**src/rtl/core/rfsw_pkg.sv**
```systemverilog
// ----------------------------------------------------------------------------
// rfsw_pkg: shared types and constants of the remote switch frame transmitter
// Holds the item and result structs, frame layout constants and the symbol
// timing helper that the sequencer uses.
// ----------------------------------------------------------------------------
package rfsw_pkg;

  localparam int FrameBits = 32;
  localparam int PosW      = 6;
  localparam int UnitW     = 5;
  localparam int TickW     = 16;
  localparam int RepW      = 8;
  localparam int SwW       = 3;

  localparam logic [19:0]      PrefixCode     = 20'h76D80;
  localparam logic [3:0]       MidCode        = 4'b1001;
  localparam logic [TickW-1:0] UnitTicksReset = 16'd385;
  localparam logic [UnitW-1:0] LongUnits      = 5'd2;
  localparam logic [UnitW-1:0] ShortUnits     = 5'd1;
  localparam logic [UnitW-1:0] SyncHighUnits  = 5'd1;
  localparam logic [UnitW-1:0] SyncLowUnits   = 5'd17;
  localparam logic [PosW-1:0]  SyncPos        = 6'd32;

  // Command codes of an input item.
  localparam logic CmdTick  = 1'b0;
  localparam logic CmdStart = 1'b1;

  typedef struct packed {
    logic            command;
    logic [SwW-1:0]  switch_number;
    logic            turn_on;
    logic [RepW-1:0] repeat_count;
  } item_t;

  typedef struct packed {
    logic line_level;
    logic busy_res;
    logic accepted;
  } result_t;

  // Frame as sent, first bit in the MSB.
  function automatic logic [FrameBits-1:0] build_frame(logic [SwW-1:0] sw, logic on);
    return {PrefixCode, sw, on, MidCode, sw, ~on};
  endfunction

  // Length in units of the high or low phase of the symbol at pos.
  function automatic logic [UnitW-1:0] phase_units(logic [FrameBits-1:0] frame,
                                                   logic [PosW-1:0] pos,
                                                   logic low);
    logic one;
    one = frame[~pos[4:0]];
    if (pos >= SyncPos) begin
      return low ? SyncLowUnits : SyncHighUnits;
    end
    return (one ^ low) ? LongUnits : ShortUnits;
  endfunction

endpackage

```
**src/rtl/core/rfsw_if.sv**
```systemverilog
// ----------------------------------------------------------------------------
// rfsw_if: channel interfaces of the remote switch frame transmitter
// One interface for the command items and one for the result items, each
// with a valid/ready handshake.
// ----------------------------------------------------------------------------
interface rfsw_item_if;
  logic                      valid;
  logic                      ready;
  logic                      command;
  logic [rfsw_pkg::SwW-1:0]  switch_number;
  logic                      turn_on;
  logic [rfsw_pkg::RepW-1:0] repeat_count;

  modport source (output valid, command, switch_number, turn_on, repeat_count,
                  input ready);
  modport sink (input valid, command, switch_number, turn_on, repeat_count,
                output ready);
endinterface

interface rfsw_result_if;
  logic valid;
  logic ready;
  logic line_level;
  logic busy_res;
  logic accepted;

  modport source (output valid, line_level, busy_res, accepted, input ready);
  modport sink (input valid, line_level, busy_res, accepted, output ready);
endinterface

```
**src/rtl/core/rfsw_in_reg.sv**
```systemverilog
// ----------------------------------------------------------------------------
// rfsw_in_reg: input register
// Captures one command item per transfer and holds it until the sequencer
// consumes it.
// ----------------------------------------------------------------------------
module rfsw_in_reg (
  input  logic            clk_i,
  input  logic            rst_ni,
  rfsw_item_if.sink       item_i,
  input  logic            adv_i,
  output logic            valid_o,
  output rfsw_pkg::item_t item_o
);

  logic            valid_q, valid_d;
  rfsw_pkg::item_t item_q;
  logic            load;

  assign item_i.ready = !valid_q || adv_i;
  assign load         = item_i.valid && item_i.ready;

  always_comb begin
    valid_d = valid_q;
    if (load) begin
      valid_d = 1'b1;
    end else if (adv_i) begin
      valid_d = 1'b0;
    end
  end

  always_ff @(posedge clk_i or negedge rst_ni) begin
    if (!rst_ni) begin
      valid_q <= 1'b0;
    end else begin
      valid_q <= valid_d;
    end
  end

  always_ff @(posedge clk_i) begin
    if (load) begin
      item_q <= '{command:       item_i.command,
                  switch_number: item_i.switch_number,
                  turn_on:       item_i.turn_on,
                  repeat_count:  item_i.repeat_count};
    end
  end

  assign valid_o = valid_q;
  assign item_o  = item_q;

endmodule

```
**src/rtl/core/rfsw_seq.sv**
```systemverilog
// ----------------------------------------------------------------------------
// rfsw_seq: transmit sequencer
// Holds the frame, repeat, symbol and tick counters, and works out the next
// state and the result of one item in a single pass.
// ----------------------------------------------------------------------------
module rfsw_seq (
  input  logic                       clk_i,
  input  logic                       rst_ni,
  input  logic                       adv_i,
  input  rfsw_pkg::item_t            item_i,
  input  logic [rfsw_pkg::TickW-1:0] unit_ticks_i,
  output rfsw_pkg::result_t          res_o
);

  logic [rfsw_pkg::FrameBits-1:0] frame_q, frame_d;
  logic [rfsw_pkg::RepW-1:0]      reps_q, reps_d;
  logic [rfsw_pkg::PosW-1:0]      pos_q, pos_d;
  logic                           low_q, low_d;
  logic [rfsw_pkg::UnitW-1:0]     units_q, units_d;
  logic [rfsw_pkg::TickW-1:0]     ticks_q, ticks_d;
  logic                           active_q, active_d;

  logic [rfsw_pkg::FrameBits-1:0] new_frame;
  logic [rfsw_pkg::TickW-1:0]     unit_len;
  logic [rfsw_pkg::TickW-1:0]     tick_dec;
  logic [rfsw_pkg::UnitW-1:0]     unit_dec;
  logic [rfsw_pkg::PosW-1:0]      pos_inc;
  logic [rfsw_pkg::RepW-1:0]      rep_dec;
  logic                           taken;

  assign new_frame = rfsw_pkg::build_frame(item_i.switch_number, item_i.turn_on);
  // A unit length of zero counts as one tick.
  assign unit_len  = (unit_ticks_i == '0) ? rfsw_pkg::TickW'(1) : unit_ticks_i;
  assign tick_dec  = ticks_q - rfsw_pkg::TickW'(1);
  assign unit_dec  = units_q - rfsw_pkg::UnitW'(1);
  assign pos_inc   = pos_q + rfsw_pkg::PosW'(1);
  assign rep_dec   = reps_q - rfsw_pkg::RepW'(1);

  always_comb begin
    frame_d  = frame_q;
    reps_d   = reps_q;
    pos_d    = pos_q;
    low_d    = low_q;
    units_d  = units_q;
    ticks_d  = ticks_q;
    active_d = active_q;
    taken    = 1'b0;
    if (item_i.command == rfsw_pkg::CmdStart) begin
      if (!active_q) begin
        taken = 1'b1;
        if (item_i.repeat_count != '0) begin
          frame_d  = new_frame;
          reps_d   = item_i.repeat_count;
          pos_d    = '0;
          active_d = 1'b1;
          low_d    = 1'b0;
          units_d  = rfsw_pkg::phase_units(new_frame, '0, 1'b0);
          ticks_d  = unit_len;
        end
      end
    end else if (active_q) begin
      if (tick_dec != '0) begin
        ticks_d = tick_dec;
      end else begin
        ticks_d = unit_len;
        units_d = unit_dec;
        if (unit_dec == '0) begin
          if (!low_q) begin
            low_d   = 1'b1;
            units_d = rfsw_pkg::phase_units(frame_q, pos_q, 1'b1);
          end else if (pos_q >= rfsw_pkg::SyncPos) begin
            // End of the sync symbol closes one frame.
            reps_d = rep_dec;
            low_d  = 1'b0;
            pos_d  = '0;
            if (rep_dec == '0) begin
              active_d = 1'b0;
              units_d  = '0;
              ticks_d  = '0;
            end else begin
              units_d = rfsw_pkg::phase_units(frame_q, '0, 1'b0);
            end
          end else begin
            pos_d   = pos_inc;
            low_d   = 1'b0;
            units_d = rfsw_pkg::phase_units(frame_q, pos_inc, 1'b0);
          end
        end
      end
    end
  end

  always_ff @(posedge clk_i or negedge rst_ni) begin
    if (!rst_ni) begin
      frame_q  <= '0;
      reps_q   <= '0;
      pos_q    <= '0;
      low_q    <= 1'b0;
      units_q  <= '0;
      ticks_q  <= '0;
      active_q <= 1'b0;
    end else if (adv_i) begin
      frame_q  <= frame_d;
      reps_q   <= reps_d;
      pos_q    <= pos_d;
      low_q    <= low_d;
      units_q  <= units_d;
      ticks_q  <= ticks_d;
      active_q <= active_d;
    end
  end

  assign res_o = '{line_level: active_d && !low_d,
                   busy_res:   active_d,
                   accepted:   taken};

endmodule

```
**src/rtl/core/rfsw_out_reg.sv**
```systemverilog
// ----------------------------------------------------------------------------
// rfsw_out_reg: result register
// Holds one result until the receiver takes it, and reports whether it can
// load a new one in this cycle.
// ----------------------------------------------------------------------------
module rfsw_out_reg (
  input  logic              clk_i,
  input  logic              rst_ni,
  input  logic              load_i,
  input  rfsw_pkg::result_t res_i,
  output logic              free_o,
  rfsw_result_if.source     result_o
);

  logic              valid_q, valid_d;
  rfsw_pkg::result_t res_q;

  assign free_o = !valid_q || result_o.ready;

  always_comb begin
    valid_d = valid_q;
    if (load_i) begin
      valid_d = 1'b1;
    end else if (result_o.ready) begin
      valid_d = 1'b0;
    end
  end

  always_ff @(posedge clk_i or negedge rst_ni) begin
    if (!rst_ni) begin
      valid_q <= 1'b0;
    end else begin
      valid_q <= valid_d;
    end
  end

  always_ff @(posedge clk_i) begin
    if (load_i) begin
      res_q <= res_i;
    end
  end

  assign result_o.valid      = valid_q;
  assign result_o.line_level = res_q.line_level;
  assign result_o.busy_res   = res_q.busy_res;
  assign result_o.accepted   = res_q.accepted;

endmodule

```
**src/rtl/core/rf_switch_frame_transmitter_unit.sv**
```systemverilog
// ----------------------------------------------------------------------------
// rf_switch_frame_transmitter_unit: pulse-width keyed remote switch sender
// Top level of the frame transmitter: input register, sequencer, result
// register and the unit length register.
// ----------------------------------------------------------------------------
// Usage:
// Each transfer on item_i is either a time tick or a start command carrying
// the switch number, the on/off flag and the repeat count. A start builds a
// 32-bit frame and keys it out, frame bit by frame bit and then a sync
// symbol, for the requested number of frames. Each tick lets one time tick
// pass. A start while a transmission runs is refused and leaves it alone.
// Every item yields exactly one transfer on result_o: the data line level
// after the item, the busy flag and whether a start was taken.
// The item is captured in the input register at its transfer; the sequencer
// then updates its state and loads the result register when the result
// register has room, and the result can then be taken from result_o.
// Barring a receiver stall, one item is taken in every cycle, since the whole
// state update is one short pass of decrement-and-compare logic between the
// two registers. When the receiver stalls, the result register holds its
// result and the input register holds one more item; item_i.ready then drops.
// Reset empties both registers, sets the line low and idle and loads the unit
// length of 385 ticks. The user writes unit_ticks_i with unit_ticks_we_i only
// while no transfer is in flight, not enforced by the block. While sending,
// a new length applies from the next unit boundary; zero counts as one tick.
// ----------------------------------------------------------------------------
module rf_switch_frame_transmitter_unit (
  input  logic                       clk_i,
  input  logic                       rst_ni,
  input  logic                       unit_ticks_we_i,
  input  logic [rfsw_pkg::TickW-1:0] unit_ticks_i,
  rfsw_item_if.sink                  item_i,
  rfsw_result_if.source              result_o
);

  logic                       in_valid;
  rfsw_pkg::item_t            in_item;
  logic                       out_free;
  logic                       adv;
  rfsw_pkg::result_t          res;
  logic [rfsw_pkg::TickW-1:0] unit_ticks_q;

  // The held item moves on whenever the result register has room.
  assign adv = in_valid && out_free;

  always_ff @(posedge clk_i or negedge rst_ni) begin
    if (!rst_ni) begin
      unit_ticks_q <= rfsw_pkg::UnitTicksReset;
    end else if (unit_ticks_we_i) begin
      unit_ticks_q <= unit_ticks_i;
    end
  end

  rfsw_in_reg u_in_reg (
    .clk_i   (clk_i),
    .rst_ni  (rst_ni),
    .item_i  (item_i),
    .adv_i   (adv),
    .valid_o (in_valid),
    .item_o  (in_item)
  );

  rfsw_seq u_seq (
    .clk_i        (clk_i),
    .rst_ni       (rst_ni),
    .adv_i        (adv),
    .item_i       (in_item),
    .unit_ticks_i (unit_ticks_q),
    .res_o        (res)
  );

  rfsw_out_reg u_out_reg (
    .clk_i    (clk_i),
    .rst_ni   (rst_ni),
    .load_i   (adv),
    .res_i    (res),
    .free_o   (out_free),
    .result_o (result_o)
  );

endmodule

```
**src/flat_wrapper.sv**
```systemverilog
// flat-port wrapper written by rule: the top's interface ports become plain ports
module rf_switch_frame_transmitter_unit_flat 
  (clk_i, rst_ni, unit_ticks_we_i, unit_ticks_i, item_i_valid, item_i_command, item_i_switch_number, item_i_turn_on, item_i_repeat_count, item_i_ready, result_o_valid, result_o_line_level, result_o_busy_res, result_o_accepted, result_o_ready);
  rfsw_item_if item_i_i ();
  rfsw_result_if result_o_i ();
  input  logic clk_i;
  input  logic rst_ni;
  input  logic unit_ticks_we_i;
  input  logic [rfsw_pkg::TickW-1:0] unit_ticks_i;
  input wire logic [$bits(item_i_i.valid)-1:0] item_i_valid;
  input wire logic [$bits(item_i_i.command)-1:0] item_i_command;
  input wire logic [$bits(item_i_i.switch_number)-1:0] item_i_switch_number;
  input wire logic [$bits(item_i_i.turn_on)-1:0] item_i_turn_on;
  input wire logic [$bits(item_i_i.repeat_count)-1:0] item_i_repeat_count;
  output wire logic [$bits(item_i_i.ready)-1:0] item_i_ready;
  output wire logic [$bits(result_o_i.valid)-1:0] result_o_valid;
  output wire logic [$bits(result_o_i.line_level)-1:0] result_o_line_level;
  output wire logic [$bits(result_o_i.busy_res)-1:0] result_o_busy_res;
  output wire logic [$bits(result_o_i.accepted)-1:0] result_o_accepted;
  input wire logic [$bits(result_o_i.ready)-1:0] result_o_ready;
  assign item_i_i.valid = item_i_valid;
  assign item_i_i.command = item_i_command;
  assign item_i_i.switch_number = item_i_switch_number;
  assign item_i_i.turn_on = item_i_turn_on;
  assign item_i_i.repeat_count = item_i_repeat_count;
  assign item_i_ready = item_i_i.ready;
  assign result_o_valid = result_o_i.valid;
  assign result_o_line_level = result_o_i.line_level;
  assign result_o_busy_res = result_o_i.busy_res;
  assign result_o_accepted = result_o_i.accepted;
  assign result_o_i.ready = result_o_ready;
  rf_switch_frame_transmitter_unit u_core (.clk_i(clk_i), .rst_ni(rst_ni), .unit_ticks_we_i(unit_ticks_we_i), .unit_ticks_i(unit_ticks_i), .item_i(item_i_i), .result_o(result_o_i));
endmodule
```
**config.mk**
```make
export PLATFORM = sky130hd
export DESIGN_NAME = rf_switch_frame_transmitter_unit_flat
export DESIGN_NICKNAME = d
export VERILOG_FILES = /design/src/rtl/core/rfsw_pkg.sv /design/src/rtl/core/rfsw_if.sv /design/src/rtl/core/rfsw_in_reg.sv /design/src/rtl/core/rfsw_seq.sv /design/src/rtl/core/rfsw_out_reg.sv /design/src/rtl/core/rf_switch_frame_transmitter_unit.sv /design/src/flat_wrapper.sv
export SDC_FILE = /design/constraint.sdc
export NUM_CORES = 1
export LEC_CHECK = 0
export BUFFER_PORTS_ARGS = -buffer_cell sky130_fd_sc_hd__buf_2
export CORE_ASPECT_RATIO = 1.5
export CORE_MARGIN = 3
export CORE_UTILIZATION = 55
export DETAILED_ROUTE_END_ITERATION = 16
export PLACE_DENSITY = 0.75
export SYNTH_ARGS = -nofsm -noshare
export SYNTH_HDL_FRONTEND = slang
export SYNTH_SLANG_ARGS = --single-unit
```
**constraint.sdc**
```tcl
create_clock -name clk_i -period 3.2 [get_ports clk_i]
set_input_delay 0.32 -clock clk_i [delete_from_list [all_inputs] [get_ports clk_i]]
set_output_delay 0.32 -clock clk_i [all_outputs]
set_load 0.05 [all_outputs]
```
==> results of run 1 <==
## metrics by stage
step                setup WS (ns)  instances  area (um2)
detailed placement          0.125        617        5050
global placement            0.208        617        5050
global route               0.0397        634        5360
floorplan                  0.0622        485        4710
CTS                         0.113        634        5350
finish                      0.204        634        5360
## what timing repair did
item | CTS | global route
hold buffers | 1 | 0
hold endpoints to repair | 10 | 0
setup endpoints to repair | 0 | 20
resized for setup | 0 | 2
## cell families (layout without fill, tap and decap cells)
group | Yosys count | in the layout | synth area share
AO/OA/AOI/OAI | 132 | 132 | 0.211
XOR/XNOR | 11 | 11 | 0.0205
adder cells (fa/ha/maj) | 9 | 9 | 0.0239
buffers and inverters | 56 | 100 | 0.0462
flip-flops | 77 | 77 | 0.427
multiplexers | 29 | 29 | 0.0722
AND/OR/NAND/NOR | 171 | 171 | 0.199
## sequential cells by signal, indices dropped and copies added (netlist names)
signal	flops
u_core.u_out_reg.result_o.line_level	1
u_core.u_seq.pos_q	6
u_core.u_out_reg.result_o.accepted	1
u_core.unit_ticks_q	16
u_core.u_out_reg.result_o.valid	1
u_core.u_in_reg.item_o	13
u_core.u_seq.ticks_q	16
u_core.u_out_reg.result_o.busy_res	1
u_core.u_seq.frame_q	6
u_core.u_seq.units_q	5
u_core.u_seq.reps_q	8
u_core.u_seq.low_q	1
u_core.u_in_reg.valid_o	1
u_core.u_seq.active_q	1
## layout by cell type, fill, tap and decap left out, types with 5 or more instances in the layout
| cell type | synthesis | routed |
|---|---|---|
| nand2b_1 | 7 | 7 |
| clkbuf_16 | 0 | 9 |
| buf_4 | 1 | 18 |
| nand3_1 | 14 | 14 |
| nand2_1 | 29 | 29 |
| edfxtp_1 | 16 | 16 |
| mux2i_1 | 7 | 7 |
| a31oi_1 | 5 | 5 |
| nor2b_1 | 5 | 5 |
| nand4_1 | 5 | 5 |
| dfrtp_1 | 58 | 58 |
| a21oi_1 | 22 | 22 |
| a221o_1 | 13 | 13 |
| xnor2_1 | 6 | 6 |
| inv_1 | 25 | 25 |
| o21ai_0 | 17 | 17 |
| ha_1 | 9 | 9 |
| nor2_1 | 40 | 40 |
| o41ai_1 | 7 | 7 |
| xor2_1 | 5 | 5 |
| a22oi_1 | 6 | 6 |
| o31ai_1 | 10 | 10 |
| nor3_1 | 15 | 15 |
| buf_2 | 3 | 38 |
| mux2_2 | 20 | 20 |
| nor4_1 | 13 | 13 |
| or3_1 | 9 | 9 |
| o22ai_1 | 10 | 10 |
## routing by layer
metal,global-route usage,part of all wire
met1,0.278,0.39
met2,0.445,0.54
met3,0.0477,0.041
met4,0.122,0.033
met5,0,0
## worst max-delay path: cells and delay by family, from the launching register on
| kind | cells | cell delay (ns) |
|---|---|---|
| compound gates | 3 | 0.64 |
| fa+ha+maj | 1 | 0.19 |
| flops | 1 | 0.37 |
| simple gates | 4 | 1.61 |
| buf+inv | 1 | 0.09 |
## final timing paths
kind | start | endpoint | slack [ns] | cells after the start
max in group asynchronous | rst_ni | u_core.unit_ticks_q[0] | 1.75 | 3
min | item_i_repeat_count[6] | u_core.u_in_reg.item_o[6] | 0.15 | 1
max | u_core.u_seq.ticks_q[0] | u_core.u_seq.pos_q[2] | 0.20 | 9
min reg2reg | u_core.u_in_reg.item_o[8] | u_core.u_seq.frame_q[0] | 0.46 | 1
min in group asynchronous | rst_ni | u_core.unit_ticks_q[3] | 0.51 | 2
max reg2reg | u_core.u_seq.ticks_q[0] | u_core.u_seq.pos_q[2] | 0.20 | 9
## power groups by stage
stage	Combinational [W]	Sequential, W	Clock (W)
final	0.000636	0.00128	0.000998
after global routing	0.000701	0.00129	0.00106
after CTS	0.000631	0.00127	0.00101
after detailed placement	0.000627	0.00129	0
after global placement	0.000602	0.00128	0
after floorplan	0.000468	0.00123	0
## area by class of cell
cell class | count | area share
clock inverters | 5 | 0.0112
well taps | 105 | 0.0245
flip-flops and latches | 77 | 0.375
inverters | 27 | 0.0189
clock buffers | 11 | 0.0434
multi-input cells | 352 | 0.465
repair buffers | 57 | 0.0625
==> results.json, run 1 <==
{
  "clockRootBuffer": "clkbuf_16",
  "async_flop_share": 0.792,
  "p_leak_nw": 2.10,
  "setup_viol": 0,
  "post_cts_buffers": 0,
  "p_sw_frac": 0.306,
  "path_clk_slew_ns": 0.06,
  "remaining_drc_errors": 0,
  "worstSetupEndpointType": "flip-flop",
  "nets": 567,
  "yosysTopAreaCellShare": 0.308,
  "cp_slowest_cell": "or4_4",
  "cts_sinks": 77,
  "comb_power_share": 0.218,
  "status": "complete, no violations",
  "io_buffers": 38,
  "powerDensity_nw_per_um2": 543,
  "max_cap_violations": 0,
  "synth_edf_count": 16,
  "relSlewSlack": 0.566,
  "synth-main-ff-cell": "dfrtp_1",
  "intPower_w": 0.00202,
  "criticalPathCategory": "flip-flop to flip-flop",
  "synthToLayoutAreaGrowth_pct": 13.9,
  "placementRows": 40,
  "routabilityCongestion": 0.911,
  "fin_skew_ns": 0.00575,
  "dp_hpwl_mm": 8.60,
  "synthTopCellsByCount": "58 x dfrtp_1, 40 x nor2_1, 29 x nand2_1",
  "initial_core_util": 0.577,
  "ys_seq_area_frac": 0.427,
  "clock.fmax_mhz": 334,
  "p_seq_frac": 0.439,
  "grt_usage": 0.251,
  "final_core_util": 0.658,
  "cp_slowest_stage_delay_ns": 0.57,
  "path_cells": "inv_1, ha_1, or4b_4, a2111oi_4, a311oi_1, and4bb_4, nand3_4, or4_4, o31ai_1",
  "fillers": 666,
  "cp.arrival_ns": 3.24,
  "multi_input_area_um2": 2490,
  "numCtsBuffers": 9,
  "wl_per_cell_um": 18.3,
  "ant_nets": 0,
  "maxSlewViolCount": 0,
  "fin_tns_setup_ns": 0,
  "hold_path_class": "input port to flip-flop",
  "antenna_cells": 0,
  "grt_pass1_wl_mm": 18.9,
  "period_needed_ns": 3.00,
  "placeableCoreArea_um2": 8160,
  "syn_area_per_cell_um2": 9.71,
  "grt_overflow": 0,
  "vias": 4085,
  "clk_latency_ns": 0.34,
  "syn-cell-area_um2": 4710,
  "tightest_slew_ns": 0.651,
  "crit_fanout": 9,
  "synth_area_leader_cell": "dfrtp_1",
  "synth_cell_type_count": 72,
  "final.period_utilization": 0.936,
  "htreeDepth": 3,
  "hold_viol": 0,
  "die_x_um": 81.6,
  "synthCells": 485,
  "clkPwrFrac": 0.343,
  "antenna_found_initial": 0,
  "switching_power_w": 0.000889,
  "peakVddDrop_mv": 0.397,
  "ys_ff_latch": 77,
  "die_area_um2": 9730,
  "power_w": 0.00291,
  "cp.required_ns": 3.45,
  "synth.most_common_cell": "dfrtp_1",
  "grt_pass1_vias": 3991,
  "clk_path_buf_depth": 2,
  "hold_ws_ns": 0.154,
  "rsz0062_at_grt": "no",
  "avgViaCountPerCell": 6.44,
  "grt_max_degree": 39,
  "synth_warnings": 0,
  "worstSetupStartpointType": "flip-flop",
  "cts_tree": "built",
  "drt-total-wl_mm": 11.6,
  "syn_nets": 528,
  "first_pass_iters": 5,
  "die_h_um": 119,
  "drt_iter0_drc": 314,
  "yosys-top-cells-area": "dfrtp_1 31%, edfxtp_1 10%, mux2_2 4.8%, nor2_1 3.2%, a221o_1 2.8%",
  "drive_above_1_share": 0.221,
  "ioPinCount": 39,
  "regArea_um2": 2010
}
(Power assumes the default switching activity.)
==> run 2: changes to the inputs <==
CORE_MARGIN = unset   (was 3)
==> run 2 against run 1 <==
Routed wire length is 2.3% lower. Via count barely moved. Sequential power hardly changed. Clock skew down 0.00084 ns. Maximum frequency grew 2.0%. Count of clock-buffer cells in the layout did not move. Die area down 8.1%. Non-clock buffer count rose by 1. Combinational power decreased by 2%. Flip-flop and latch count did not move. First-iteration DRC count is 10% lower. Largest cell class unchanged.
==> results.json, run 2 (synthesis results as in run 1) <==
{
  "fin_skew_ns": 0.00491,
  "preCtsSetupSlack_ns": 0.198,
  "reg2reg_depth": 8,
  "clockRootBuffer": "clkbuf_16",
  "rsz0062_at_grt": "no",
  "routabilityCongestion": 0.988,
  "tightest_slew_ns": 0.799,
  "hold_path_class": "input port to asynchronous set/reset pin",
  "criticalPathCategory": "flip-flop to flip-flop",
  "die_h_um": 115,
  "synthToLayoutAreaGrowth_pct": 14.4,
  "crit_fanout": 12,
  "peakVddDrop_mv": 0.395,
  "io_buffers": 38,
  "grt_pass1_vias": 4068,
  "p_leak_nw": 2.11,
  "comb_power_share": 0.211,
  "die_area_um2": 8950,
  "clkPwrFrac": 0.354,
  "drt-total-wl_mm": 11.4,
  "dp_hpwl_mm": 8.38,
  "p_sw_frac": 0.292,
  "worst_slack_ns": 0.264,
  "r2r_slack_ns": 0.26,
  "drive_above_1_share": 0.221,
  "status": "complete, no violations",
  "p_seq_frac": 0.435,
  "grt_overflow": 0,
  "placementRows": 41,
  "path_cells": "inv_1, ha_1, or3b_2, nor3_1, xnor2_1, nand4bb_1, a31o_4, a221o_1",
  "fin_tns_setup_ns": 0,
  "placeableCoreArea_um2": 8360,
  "cts_tree": "built",
  "avgViaCountPerCell": 6.42,
  "vias": 4088,
  "cp_slowest_cell": "or3b_2",
  "initial_core_util": 0.563,
  "path_clk_slew_ns": 0.06,
  "grt_max_degree": 62,
  "nets": 568,
  "grt_usage": 0.275,
  "relSlewSlack": 0.467,
  "worstSetupStartpointType": "flip-flop",
  "die_x_um": 77.6,
  "htreeDepth": 3,
  "drt_iter0_drc": 282,
  "clk_path_buf_depth": 2,
  "final.period_utilization": 0.918,
  "clock.fmax_mhz": 341,
  "fillers": 679,
  "clk_latency_ns": 0.33,
  "max_cap_violations": 0,
  "powerDensity_nw_per_um2": 548,
  "switching_power_w": 0.000862,
  "wl_per_cell_um": 17.8,
  "mostFrequentLayoutCells": "58 x dfrtp_1, 40 x nor2_1, 38 x buf_2",
  "ant_nets": 0,
  "critPathLaunch": "u_core.u_seq.reps_q[0]",
  "remaining_drc_errors": 0,
  "grt_pass1_wl_mm": 19.0,
  "maxSlewViolCount": 0,
  "period_needed_ns": 2.94,
  "final_cell_area_um2": 5390,
  "mostFrequentLayoutCell": "dfrtp_1",
  "worstReg2RegStart": "u_core.u_seq.reps_q[0]",
  "place_area_um2": 5070,
  "antenna_cells": 0,
  "numCtsBuffers": 9,
  "cts_sinks": 77,
  "setup_viol": 0,
  "hold_viol": 0,
  "first_pass_iters": 8,
  "cp.required_ns": 3.41,
  "antenna_found_initial": 0,
  "cp_slowest_stage_delay_ns": 0.50,
  "cp.arrival_ns": 3.14,
  "intPower_w": 0.00209,
  "ioPinCount": 39,
  "worst_r2r_endpoint": "u_core.u_seq.ticks_q[15]",
  "worstSetupEndpointType": "flip-flop",
  "endpoint": "u_core.u_seq.ticks_q[15]"
}
==> run 2: changes by cell type in the layout (fill, tap and decap cells not counted), sizes merged <==
cell	before	now
dlygate4sd3	1	0
inv	27	26
buf	56	58
bufinv	1	2
==> run 2: worst max-delay path: cells and delay by family, from the launching register on <==
family,cells,cell delay (ns)
AND/OR/NAND/NOR,3,1.10
adder cells (fa/ha/maj),1,0.23
flip-flops,1,0.45
AO/OA/AOI/OAI,2,0.74
buffers and inverters,1,0.09
XOR/XNOR,1,0.19
==> run 2: what timing repair did <==
action,4_1_cts,5_1_grt
setup buffers,0,0
gates resized for setup,0,2
hold buffers,0,0
endpoints found under the setup margin,0,14
==> run 2: per-layer routing <==
layer,part of all wire,track usage
met4,0.027,0.156
met1,0.38,0.293
met3,0.038,0.0421
met2,0.55,0.512
met5,0,0
==> run 2: worst min path at each step <==
stage                                          start                         to  slack, ns
after floorplan                               rst_ni    u_core.u_in_reg.valid_o       0.02
after global placement     u_core.u_in_reg.item_o[8]    u_core.u_seq.frame_q[0]       0.45
after detailed placement  u_core.u_in_reg.item_o[11]   u_core.u_seq.frame_q[11]       0.47
after CTS                     item_i_repeat_count[3]  u_core.u_in_reg.item_o[3]       0.15
after global routing          item_i_repeat_count[4]  u_core.u_in_reg.item_o[4]       0.15
final                                         rst_ni    u_core.u_seq.units_q[4]       0.15
==> run 2: cell type report <==
type | count | area, um2 | share of cell area
Clock buffer | 11 | 233 | 0.0432
Clock inverter | 5 | 76.3 | 0.0142
Inverter | 27 | 101 | 0.0188
Multi-Input combinational cell | 352 | 2490 | 0.463
Sequential cell | 77 | 2010 | 0.373
Tap cell | 107 | 134 | 0.0248
Timing Repair Buffer | 58 | 340 | 0.0631
==> run 2: power groups by stage <==
stage               sequential, W  combinational, W  clock (W)
finish                    0.00128          0.000624    0.00105
global route              0.00130          0.000689    0.00111
CTS                       0.00128          0.000618    0.00107
detailed placement        0.00130          0.000616          0
global placement          0.00129          0.000596          0
floorplan                 0.00123          0.000468          0
==> run 2: through the flow <==
stage               power [W]   util  std cells  hold WS [ns]
global route          0.00310  0.645        637         0.145
global placement      0.00189  0.606        621         0.452
finish                0.00296  0.645        637         0.152
CTS                   0.00297  0.643        637         0.148
detailed placement    0.00191  0.606        621         0.473
floorplan             0.00169      -        485        0.0244
==> run 3: changes to the inputs <==
GPL_TIMING_DRIVEN = 0   (was unset)
==> run 3 against run 2 <==
Utilization up 1.2 points. Global-route usage up 1.8 points. Sequential share of layout area down 0.62 points. Critical path depth up 3. Design area up 1.8%. Largest power group unchanged. Combinational power up 14%. First-iteration DRC count down 4.3%. Flip-flop and latch count unchanged. Critical path type unchanged.
==> results.json, run 3 (synthesis results as in run 1) <==
{
  "clk_latency_ns": 0.34,
  "remaining_drc_errors": 0,
  "preCtsSetupSlack_ns": -0.567,
  "first_pass_iters": 7,
  "peakVddDrop_mv": 0.424,
  "worstSetupStartpointType": "flip-flop",
  "antenna_found_initial": 0,
  "grt_pass1_wl_mm": 20.0,
  "path_cells": "inv_1, ha_4, or4b_1, buf_2, a2111oi_4, a311oi_1, and4bb_4, buf_4, nand4_1, o31ai_1, a21oi_1",
  "grt_overflow": 0,
  "die_area_um2": 8950,
  "drt-total-wl_mm": 12.6,
  "clk_path_buf_depth": 2,
  "placeableCoreArea_um2": 8360,
  "numCtsBuffers": 9,
  "dp_hpwl_mm": 8.90,
  "ioPinCount": 39,
  "cp_slowest_stage_delay_ns": 0.43,
  "clock.fmax_mhz": 320,
  "synthToLayoutAreaGrowth_pct": 16.5,
  "final_core_util": 0.656,
  "ant_nets": 0,
  "die_x_um": 77.6,
  "maxSlewViolCount": 0,
  "io_buffers": 37,
  "worst_slack_ns": 0.0767,
  "relSlewSlack": 0.466,
  "htreeDepth": 3,
  "cp.arrival_ns": 3.33,
  "cp_slowest_cell": "or4b_1",
  "mostFrequentLayoutCells": "56 x dfrtp_1, 39 x nor2_1, 37 x buf_2",
  "avgViaCountPerCell": 6.43,
  "setup_viol": 0,
  "worstSetupEndpointType": "flip-flop",
  "path_buf_inv": 3,
  "drt_iter0_drc": 270,
  "vias": 4185,
  "initial_core_util": 0.563,
  "fin_skew_ns": 0.00487,
  "p_leak_nw": 2.13,
  "placementRows": 41,
  "grt_max_degree": 62,
  "period_needed_ns": 3.12,
  "fillers": 710,
  "cts_sinks": 77,
  "powerDensity_nw_per_um2": 543,
  "grt_usage": 0.292,
  "drive_above_1_share": 0.233,
  "clockRootBuffer": "clkbuf_16",
  "place_area_um2": 5030,
  "hold_ws_ns": 0.0634,
  "wl_per_cell_um": 19.4,
  "max_cap_violations": 0,
  "grt_pass1_vias": 4089,
  "mostFrequentLayoutCell": "dfrtp_1",
  "cts_tree": "built",
  "nets": 582,
  "hold_path_class": "input port to asynchronous set/reset pin",
  "cp.required_ns": 3.41,
  "final_cell_area_um2": 5490,
  "fin_tns_setup_ns": 0,
  "routabilityCongestion": 0.912,
  "criticalPathCategory": "flip-flop to flip-flop",
  "antenna_cells": 0,
  "final.period_utilization": 0.976,
  "die_h_um": 115,
  "path_delay_family": "simple AND/OR/NAND/NOR gates",
  "path_clk_slew_ns": 0.06,
  "status": "complete, no violations",
  "hold_viol": 0,
  "crit_fanout": 7,
  "tightest_slew_ns": 0.801
}
run 3: path summary, 6_finish.rpt:
| check | startpoint | to | slack, ns | depth (start not counted) |
|---|---|---|---|---|
| max | u_core.u_seq.ticks_q[1] | u_core.u_seq.reps_q[4] | 0.08 | 11 |
| min | rst_ni | u_core.u_seq.units_q[4] | 0.06 | 1 |
| max reg2reg | u_core.u_seq.ticks_q[1] | u_core.u_seq.reps_q[4] | 0.08 | 11 |
| min in group clk_i | item_i_repeat_count[3] | u_core.u_in_reg.item_o[3] | 0.15 | 1 |
| min reg2reg | u_core.u_in_reg.item_o[11] | u_core.u_seq.frame_q[11] | 0.48 | 1 |
| max in group asynchronous | rst_ni | u_core.u_seq.ticks_q[1] | 2.55 | 1 |
run 3: layout make-up:
| type | count | area (um2) | area share |
|---|---|---|---|
| multi-input cells | 352 | 2570 | 0.469 |
| flip-flops and latches | 77 | 2010 | 0.367 |
| repair buffers | 46 | 255 | 0.0465 |
| clock buffers | 10 | 229 | 0.0417 |
| well taps | 107 | 134 | 0.0244 |
| plain buffers | 26 | 119 | 0.0217 |
| inverters | 27 | 103 | 0.0187 |
| clock inverters | 6 | 63.8 | 0.0116 |
run 3: where the power goes:
group	internal, W	switching [W]
Clock	0.000604	0.000404
Combinational	0.000307	0.000406
Sequential	0.00113	0.000132
Total	0.00204	0.000942
run 3: stage by stage:
step                      std cells  total power, W
after floorplan                 485         0.00169
after global placement          629         0.00186
after detailed placement        629         0.00188
after CTS                       651         0.00297
after global routing            651         0.00311
final                           651         0.00298
run 3: routing by layer:
layer	GRT usage	part of all wire
met5	0	0
met4	0.170	0.038
met3	0.0444	0.033
met2	0.549	0.54
met1	0.306	0.39
run 3: timing repair:
action                                  CTS  global route
resized for setup                        19             7
pin swaps                                 3             4
buffers inserted                          8             1
hold endpoints to repair                  0             0
endpoints found under the setup margin   37            25
hold buffers                              0             0
